$ cat src/sv/blbc_pkg.sv
package blbc_pkg;

    // Operation codes of a request.
    typedef enum logic [1:0] {
        OP_GET     = 2'd0,
        OP_RELEASE = 2'd1,
        OP_PIN     = 2'd2,
        OP_UNPIN   = 2'd3
    } t_op;

    // Status codes of a result.
    typedef enum logic [1:0] {
        ST_OK        = 2'd0,
        ST_NO_FREE   = 2'd1,
        ST_UNDERFLOW = 2'd2,
        ST_OVERFLOW  = 2'd3
    } t_status;

    localparam logic [7:0] COUNT_MAX = 8'hff;

    // One tag store entry, kept as a single memory word.
    typedef struct packed {
        logic [7:0]  dev;
        logic [31:0] blk;
        logic [7:0]  cnt;
        logic        dv;
        logic [31:0] rtime;
    } t_entry;

    typedef enum logic [2:0] {
        S_IDLE,
        S_SCAN,
        S_DRAIN,
        S_GET_FIN,
        S_RD,
        S_RMW_FIN
    } t_state;

    // Commands from the controller to the datapath.
    typedef struct packed {
        logic capture;
        logic rd_scan;
        logic rd_entry;
        logic finish_get;
        logic finish_rmw;
    } t_ctrl_cmd;

    // Status from the datapath to the controller.
    typedef struct packed {
        logic in_get;
        logic scan_last;
        logic out_free;
    } t_dp_stat;

endpackage

$ cat src/sv/blbc_ctrl.sv
module blbc_ctrl (
    input  logic                 i_clk,
    input  logic                 i_rst_n,
    input  logic                 i_in_valid,
    input  blbc_pkg::t_dp_stat   i_stat,
    output blbc_pkg::t_ctrl_cmd  o_cmd,
    output logic                 o_in_stall
);
    import blbc_pkg::*;

    t_state r_state;
    t_state n_state;

    always_ff @(posedge i_clk) begin
        if (!i_rst_n) begin
            r_state <= S_IDLE;
        end else begin
            r_state <= n_state;
        end
    end

    always_comb begin
        n_state = r_state;
        unique case (r_state)
            S_IDLE: begin
                if (i_in_valid) begin
                    n_state = i_stat.in_get ? S_SCAN : S_RD;
                end
            end
            S_SCAN: begin
                if (i_stat.scan_last) begin
                    n_state = S_DRAIN;
                end
            end
            S_DRAIN:   n_state = S_GET_FIN;
            S_GET_FIN: begin
                if (i_stat.out_free) begin
                    n_state = S_IDLE;
                end
            end
            S_RD:      n_state = S_RMW_FIN;
            S_RMW_FIN: begin
                if (i_stat.out_free) begin
                    n_state = S_IDLE;
                end
            end
            default:   n_state = S_IDLE;
        endcase
    end

    always_comb begin
        o_cmd      = '0;
        o_in_stall = 1'b1;
        unique case (r_state)
            S_IDLE: begin
                o_in_stall    = 1'b0;
                o_cmd.capture = i_in_valid;
            end
            S_SCAN:    o_cmd.rd_scan    = 1'b1;
            S_DRAIN:   o_cmd            = '0;
            S_GET_FIN: o_cmd.finish_get = i_stat.out_free;
            S_RD:      o_cmd.rd_entry   = 1'b1;
            S_RMW_FIN: o_cmd.finish_rmw = i_stat.out_free;
            default:   o_cmd            = '0;
        endcase
    end

endmodule

$ cat src/sv/blbc_dp.sv
module blbc_dp #(
    parameter int NUM_BUFFERS = 32
) (
    input  logic                 i_clk,
    input  logic                 i_rst_n,
    input  blbc_pkg::t_ctrl_cmd  i_cmd,
    output blbc_pkg::t_dp_stat   o_stat,
    input  logic [1:0]           i_op,
    input  logic [7:0]           i_device,
    input  logic [31:0]          i_block_number,
    input  logic [4:0]           i_entry_index,
    input  logic [31:0]          i_now_tick,
    input  logic                 i_out_stall,
    output logic                 o_out_valid,
    output logic [4:0]           o_result_index,
    output logic                 o_was_hit,
    output logic                 o_needs_disk_read,
    output logic [1:0]           o_status
);
    import blbc_pkg::*;

    localparam int AW = $clog2(NUM_BUFFERS);

    // Tag store and its per-entry written marks; an unwritten entry reads as zero.
    t_entry              mem [NUM_BUFFERS];
    logic [NUM_BUFFERS-1:0] r_init;
    t_entry              r_q;
    logic                r_q_init;
    logic [AW-1:0]       r_q_addr;
    logic                r_scan_live;

    // Request registers.
    t_op                 r_op;
    logic [7:0]          r_dev;
    logic [31:0]         r_blk;
    logic [4:0]          r_idx;
    logic [31:0]         r_now;

    // Scan trackers.
    logic [AW-1:0]       r_cnt;
    logic                r_found_match;
    logic [AW-1:0]       r_match_idx;
    t_entry              r_match_word;
    logic                r_found_free;
    logic [AW-1:0]       r_victim_idx;
    logic [31:0]         r_oldest;

    // Output register.
    logic                r_o_valid;
    logic [4:0]          r_o_idx;
    logic                r_o_hit;
    logic                r_o_rd;
    t_status             r_o_st;

    t_entry              q_word;
    logic [AW+4:0]       idx_ext;
    logic [AW-1:0]       idx_addr;
    logic                idx_in_range;
    logic [AW-1:0]       rd_addr;
    logic                rd_en;
    logic [31:0]         age_diff;
    logic                is_match;
    logic                is_older;
    logic                wr_en;
    logic [AW-1:0]       wr_addr;
    t_entry              wr_data;
    logic [AW-1:0]       fin_idx;
    logic [AW+4:0]       fin_idx_ext;
    logic                fin_hit;
    logic                fin_rd;
    t_status             fin_st;
    logic                fin_load;
    logic [7:0]          cnt_dec;

    assign idx_ext      = {{AW{1'b0}}, r_idx};
    assign idx_addr     = idx_ext[AW-1:0];
    assign idx_in_range = (32'(r_idx) < NUM_BUFFERS);
    assign rd_en        = i_cmd.rd_scan | i_cmd.rd_entry;
    assign rd_addr      = i_cmd.rd_scan ? r_cnt : idx_addr;
    assign q_word       = r_q_init ? r_q : t_entry'('0);

    always_ff @(posedge i_clk) begin
        if (rd_en) begin
            r_q      <= mem[rd_addr];
            r_q_init <= r_init[rd_addr];
            r_q_addr <= rd_addr;
        end
        if (wr_en) begin
            mem[wr_addr] <= wr_data;
        end
    end

    always_ff @(posedge i_clk) begin
        if (!i_rst_n) begin
            r_init      <= '0;
            r_scan_live <= 1'b0;
        end else begin
            if (wr_en) begin
                r_init[wr_addr] <= 1'b1;
            end
            r_scan_live <= i_cmd.rd_scan;
        end
    end

    always_ff @(posedge i_clk) begin
        if (i_cmd.capture) begin
            r_op  <= t_op'(i_op);
            r_dev <= i_device;
            r_blk <= i_block_number;
            r_idx <= i_entry_index;
            r_now <= i_now_tick;
        end
    end

    // Match and victim search, one entry per cycle on registered read data.
    assign age_diff = q_word.rtime - r_oldest;
    assign is_match = (q_word.dev == r_dev) && (q_word.blk == r_blk);
    assign is_older = (q_word.cnt == 8'd0) && (!r_found_free || age_diff[31]);

    always_ff @(posedge i_clk) begin
        if (!i_rst_n) begin
            r_cnt         <= '0;
            r_found_match <= 1'b0;
            r_found_free  <= 1'b0;
        end else if (i_cmd.capture) begin
            r_cnt         <= '0;
            r_found_match <= 1'b0;
            r_found_free  <= 1'b0;
        end else begin
            if (i_cmd.rd_scan) begin
                r_cnt <= r_cnt + 1'b1;
            end
            if (r_scan_live) begin
                if (is_match && !r_found_match) begin
                    r_found_match <= 1'b1;
                    r_match_idx   <= r_q_addr;
                    r_match_word  <= q_word;
                end
                if (is_older) begin
                    r_found_free <= 1'b1;
                    r_victim_idx <= r_q_addr;
                    r_oldest     <= q_word.rtime;
                end
            end
        end
    end

    // Final step: entry update and result.
    assign cnt_dec = q_word.cnt - 8'd1;

    always_comb begin
        wr_en   = 1'b0;
        wr_addr = idx_addr;
        wr_data = q_word;
        fin_idx = idx_addr;
        fin_hit = 1'b0;
        fin_rd  = 1'b0;
        fin_st  = ST_OK;
        if (i_cmd.finish_get) begin
            priority if (r_found_match) begin
                fin_idx = r_match_idx;
                fin_hit = 1'b1;
                wr_addr = r_match_idx;
                wr_data = r_match_word;
                if (r_match_word.cnt == COUNT_MAX) begin
                    fin_st = ST_OVERFLOW;
                end else begin
                    wr_en      = 1'b1;
                    wr_data.cnt = r_match_word.cnt + 8'd1;
                    wr_data.dv  = 1'b1;
                    fin_rd      = ~r_match_word.dv;
                end
            end else if (r_found_free) begin
                fin_idx       = r_victim_idx;
                fin_rd        = 1'b1;
                wr_en         = 1'b1;
                wr_addr       = r_victim_idx;
                wr_data.dev   = r_dev;
                wr_data.blk   = r_blk;
                wr_data.cnt   = 8'd1;
                wr_data.dv    = 1'b1;
                wr_data.rtime = '0;
            end else begin
                fin_idx = '0;
                fin_st  = ST_NO_FREE;
            end
        end else if (i_cmd.finish_rmw && idx_in_range) begin
            if (r_op == OP_PIN) begin
                if (q_word.cnt == COUNT_MAX) begin
                    fin_st = ST_OVERFLOW;
                end else begin
                    wr_en       = 1'b1;
                    wr_data.cnt = q_word.cnt + 8'd1;
                end
            end else begin
                if (q_word.cnt == 8'd0) begin
                    fin_st = ST_UNDERFLOW;
                end else begin
                    wr_en       = 1'b1;
                    wr_data.cnt = cnt_dec;
                    if (r_op == OP_RELEASE && cnt_dec == 8'd0) begin
                        wr_data.rtime = r_now;
                    end
                end
            end
        end
    end

    assign fin_load    = i_cmd.finish_get | i_cmd.finish_rmw;
    assign fin_idx_ext = {5'd0, fin_idx};

    always_ff @(posedge i_clk) begin
        if (!i_rst_n) begin
            r_o_valid <= 1'b0;
        end else if (fin_load) begin
            r_o_valid <= 1'b1;
        end else if (!i_out_stall) begin
            r_o_valid <= 1'b0;
        end
    end

    always_ff @(posedge i_clk) begin
        if (fin_load) begin
            // A request that addresses an entry keeps its own index bits.
            r_o_idx <= i_cmd.finish_rmw ? r_idx : fin_idx_ext[4:0];
            r_o_hit <= fin_hit;
            r_o_rd  <= fin_rd;
            r_o_st  <= fin_st;
        end
    end

    assign o_stat.in_get    = (t_op'(i_op) == OP_GET);
    assign o_stat.scan_last = (r_cnt == AW'(NUM_BUFFERS - 1));
    assign o_stat.out_free  = ~r_o_valid | ~i_out_stall;

    assign o_out_valid       = r_o_valid;
    assign o_result_index    = r_o_idx;
    assign o_was_hit         = r_o_hit;
    assign o_needs_disk_read = r_o_rd;
    assign o_status          = r_o_st;

endmodule

$ cat src/sv/block_buffer_cache_lru_unit.sv
// Channel   Direction  Handshake               Payload
// request   in         i_in_valid/o_in_stall   i_op, i_device, i_block_number,
//                                              i_entry_index, i_now_tick
// result    out        o_out_valid/i_out_stall o_result_index, o_was_hit,
//                                              o_needs_disk_read, o_status
//
// A get passes through S_SCAN, S_DRAIN and S_GET_FIN, reading the tag store one entry per
// cycle in S_SCAN; release, pin and unpin pass through S_RD and S_RMW_FIN.
// One request is in flight at a time: the request side stalls from acceptance until the
// result enters the output register, so the next request cannot be taken before then,
// and that load waits while the previous result is still held there.
// Reset is synchronous and clears the per-entry written marks, so every entry reads as zero.
module block_buffer_cache_lru_unit #(
    parameter int NUM_BUFFERS = 32
) (
    input  logic        i_clk,
    input  logic        i_rst_n,
    input  logic        i_in_valid,
    output logic        o_in_stall,
    input  logic [1:0]  i_op,
    input  logic [7:0]  i_device,
    input  logic [31:0] i_block_number,
    input  logic [4:0]  i_entry_index,
    input  logic [31:0] i_now_tick,
    output logic        o_out_valid,
    input  logic        i_out_stall,
    output logic [4:0]  o_result_index,
    output logic        o_was_hit,
    output logic        o_needs_disk_read,
    output logic [1:0]  o_status
);
    import blbc_pkg::*;

    // The controller sequences each request; the datapath holds the tag store,
    // the scan trackers and the output register.
    t_ctrl_cmd cmd;
    t_dp_stat  stat;

    blbc_ctrl u_ctrl (
        .i_clk      (i_clk),
        .i_rst_n    (i_rst_n),
        .i_in_valid (i_in_valid),
        .i_stat     (stat),
        .o_cmd      (cmd),
        .o_in_stall (o_in_stall)
    );

    // During a get the datapath walks every entry, remembering the first tag
    // match and the oldest unreferenced entry; the lowest index wins on ties.
    blbc_dp #(
        .NUM_BUFFERS (NUM_BUFFERS)
    ) u_dp (
        .i_clk             (i_clk),
        .i_rst_n           (i_rst_n),
        .i_cmd             (cmd),
        .o_stat            (stat),
        .i_op              (i_op),
        .i_device          (i_device),
        .i_block_number    (i_block_number),
        .i_entry_index     (i_entry_index),
        .i_now_tick        (i_now_tick),
        .i_out_stall       (i_out_stall),
        .o_out_valid       (o_out_valid),
        .o_result_index    (o_result_index),
        .o_was_hit         (o_was_hit),
        .o_needs_disk_read (o_needs_disk_read),
        .o_status          (o_status)
    );

endmodule

$ cat config.mk
export PLATFORM = sky130hd
export DESIGN_NAME = block_buffer_cache_lru_unit
export DESIGN_NICKNAME = d
export VERILOG_FILES = /design/src/sv/blbc_pkg.sv /design/src/sv/blbc_ctrl.sv /design/src/sv/blbc_dp.sv /design/src/sv/block_buffer_cache_lru_unit.sv
export SDC_FILE = /design/constraint.sdc
export NUM_CORES = 2
export LEC_CHECK = 0
export ABC_AREA = 1
export BUFFER_PORTS_ARGS = -buffer_cell sky130_fd_sc_hd__buf_2
export CAP_MARGIN = 20
export CORE_ASPECT_RATIO = 0.9
export CORE_MARGIN = 2
export CORE_UTILIZATION = 57
export CTS_CLUSTER_SIZE = 30
export DETAILED_ROUTE_END_ITERATION = 16
export PLACE_DENSITY = 0.8
export SETUP_SLACK_MARGIN = 0.2
export SLEW_MARGIN = 15
export SYNTH_ARGS = -nofsm -noshare
export SYNTH_HDL_FRONTEND = slang
export SYNTH_HIERARCHICAL = 1
export SYNTH_SLANG_ARGS = --single-unit
$ cat constraint.sdc
create_clock -name i_clk -period 7.3 [get_ports i_clk]
set_input_delay 1.46 -clock i_clk [delete_from_list [all_inputs] [get_ports i_clk]]
set_output_delay 1.46 -clock i_clk [all_outputs]
set_load 0.02 [all_outputs]
==> impl_metrics.yaml <==
run:
  drv_cap: 0
layout:
  n_fill_cell: 13790
  final_cells: 11980
  nets: 9192
  layout-drive-gt1-share_pct: 8.505
  syn2layout_area_growth_pct: 11.19
floorplanning:
  core_area_sq_um: 203300
  die_area_sq_um: 208000
  die-width_um: 480.6
  initial_core_util_pct: 57.30
  die_h_um: 432.9
  ios: 94
  rows: 157
clock_network:
  cts.sinks: 2934
  cts_tree: "yes"
  cts_buffers: 284
  clockBufferDepth: 4
  cts-hold-fix-buffers: 0
  root_buffer: "clkbuf_16"
  insertion_delay_ns: 0.93
  cts_max_level: 5
  ctsResizeCount: 0
  cts_setup_buffers: 0
  clk_pin_slew_worst_paths_ns: 0.06
timing:
  finalSetupViolations: 0
  rsz0062_at_grt: "false"
  hold_viol: 0
  fmax_ghz: 0.2013
  fin_crit_ns: 4.968
  setup-tns-final_ns: 0
  slew_headroom_pct: 5.570
  period_share_pct: 68.06
  report.final.slew_viol_count: 0
  worst_pin_slew_ns: 1.416
  finClkSkew_ns: 0.04472
power:
  power.density_nw_per_um2: 440.0
  irDropWorstVdd_uv: 441.8
  p_leak_nw: 43.52
  p_total_mw: 57.00
setup_path:
  cp_max_fo: 35
  rr_endpoint: "u_dp/mem[7][3]"
  critical_path_arrival_ns: 5.55
  crit_required_ns: 7.88
  worstSetupPathType: "reg -> reg"
  cp-endpoint: "u_dp/mem[7][3]"
  ff2ff_setup_slack_ns: 2.33
  r2r_cells: 13
  rr_startpoint: "u_dp/r_q_init"
  crit_path_end_kind: "flip-flop"
  cp-start-kind: "flip-flop"
  startpoint: "u_dp/r_q_init"
synthesis:
  ys_types: 46
  ys_seq_area_share_pct: 75.24
  yosysWarnings: 6
  synth_flop_cell: "edfxtp_1"
  ys_async_sr_fraction_pct: 0
  yosys_register_bits: 2934
  syn_area_sq_um: 116500
  syn-num-nets: 9239
  synth-edff-count: 2890
  avgSynthCellArea_sq_um: 12.76
  syn_inst: 9127
place:
  dp.cells: 11480
  io_buffers: 93
  gp_congestion: 0.9169
  dp_hpwl_um: 162300
route:
  wl_um: 324800
  drtPass1Iterations: 7
  vias: 79300
  drc: 0
  via_per_inst: 6.618
  first_iter_violations: 14560
  ant_nets: 0
  wl_per_cell_um: 27.11
grt:
  grt_overflow: 0
  antenna_found_initial: 2
  grt_pass1_vias: 76780
  grt_pass1_wl_um: 477300
  track_usage_pct: 30.67
  grt_max_degree: 242
run_status:
  status: "complete, no violations"
hold_path:
  hold_class: "reg -> reg"
final cells by class:
class                   count  area, sq um  share of cell area (%)
diodes                      2        5.005                0.003863
clock buffers             351         7485                   5.778
clock inverters           132         1271                  0.9813
inverters                 260         1091                  0.8422
multi-input cells        5322        26010                   20.08
flip-flops and latches   2934        87660                   67.67
well taps                2703         3382                   2.611
repair buffers            278         2635                   2.034
worst max-delay path, stage by stage (launching register included):
cell,delay (ns)
edfxtp_1,1.09
nand2_1,0.31
ha_1,0.33
nand2_1,0.11
nor2_1,0.11
nand4_2,0.11
nand2_1,0.14
nand2_1,0.12
nand2_2,0.10
a21oi_4,0.24
buf_4,0.38
nand2_1,0.32
nor2_4,0.86
buf_12,0.35
Yosys cell counts, types with 56 or more instances:
| cell type | count | share of area, % |
|---|---|---|
| inv_1 | 249 | 0.80 |
| nand3_1 | 502 | 2.2 |
| o21ai_0 | 1116 | 4.8 |
| nor2_1 | 1462 | 4.7 |
| edfxtp_1 | 2890 | 74 |
| clkbuf_1 | 367 | 1.2 |
| buf_2 | 183 | 0.79 |
| o211ai_1 | 56 | 0.36 |
| o21ai_1 | 272 | 1.2 |
| a21oi_1 | 61 | 0.26 |
| nand2_1 | 1017 | 3.3 |
| o22ai_1 | 597 | 3.2 |
| o221ai_1 | 85 | 0.64 |
registers in the layout (all words and copies together) (netlist names), 8 cells and up:
| register | count |
|---|---|
| u_dp/mem | 2592 |
| u_dp/r_blk | 32 |
| u_dp/r_dev | 8 |
| u_dp/r_init | 32 |
| u_dp/r_match_word | 81 |
| u_dp/r_now | 32 |
| u_dp/r_oldest | 32 |
| u_dp/r_q | 81 |
cells by family after synthesis:
logic type / share of synthesized area [%]
buffers and inverters: 3.064
AND/OR/NAND/NOR: 10.40
AO/OA/AOI/OAI: 10.81
adder cells (fa/ha/maj): 0.3114
XOR/XNOR: 0.1729
flip-flops: 75.24
power by group:
part	leakage, nW	internal (mW)	switching, mW
registers	26.8	21.8	0.383
clock network	4.28	8.12	6.05
logic	12.4	5.06	15.5
layer usage:
metal	track usage [%]	vias up	wire length [um]	share of wire [%]
li1	-	33420	-	-
met1	41.47	38170	111800	34
met2	46.76	6648	148600	46
met3	7.150	1065	46850	14
met4	15.83	0	17570	5.4
met5	0	-	0	0
how the worst min path moves through the flow:
stage / endpoint / slack, ns / start / cells past startpoint
2_1_floorplan: u_dp/r_match_idx[0] / 0.42 / u_dp/r_q_addr[0] / 0
3_3_place_gp: u_dp/r_match_idx[4] / 0.42 / u_dp/r_q_addr[4] / 0
3_5_place_dp: u_dp/r_victim_idx[4] / 0.44 / u_dp/r_q_addr[4] / 0
4_1_cts: u_dp/r_victim_idx[3] / 0.45 / u_dp/r_q_addr[3] / 0
5_1_grt: u_dp/r_victim_idx[3] / 0.46 / u_dp/r_q_addr[3] / 0
6_report: u_dp/r_match_idx[3] / 0.45 / u_dp/r_q_addr[3] / 0
cells in the final DEF (no fill, tap or decap), types with 7 or more instances in the layout:
cell,count
edfxtp_1,2890
nor2_1,1442
o21ai_0,1105
nand2_1,1016
o22ai_1,597
nand3_1,501
clkbuf_16,289
o21ai_1,256
inv_1,230
buf_4,122
buf_2,94
a21oi_1,61
clkbuf_1,60
o211ai_1,56
clkinv_1,49
o221ai_1,48
clkinv_2,45
dfxtp_1,44
buf_12,44
a22oi_1,36
ha_1,29
o221ai_2,27
bufinv_16,24
xor2_1,21
nor2_4,20
inv_6,19
o21ai_4,14
o21ai_2,14
nor3_1,14
o221ai_4,10
buf_16,9
clkinvlp_4,7
nand2_2,7
through the flow:
stage	setup slack, ns	hold slack (ns)	area [sq um]	util, %
2_1_floorplan	0.3356	0.4215	116500	-
3_3_place_gp	1.720	0.4234	120300	59.15
3_5_place_dp	1.756	0.4369	120300	59.18
4_1_cts	2.328	0.4472	129100	63.48
5_1_grt	2.163	0.4552	129500	63.71
6_report	2.332	0.4472	129500	63.72
Note: power is estimated with default switching activity, not from simulation.
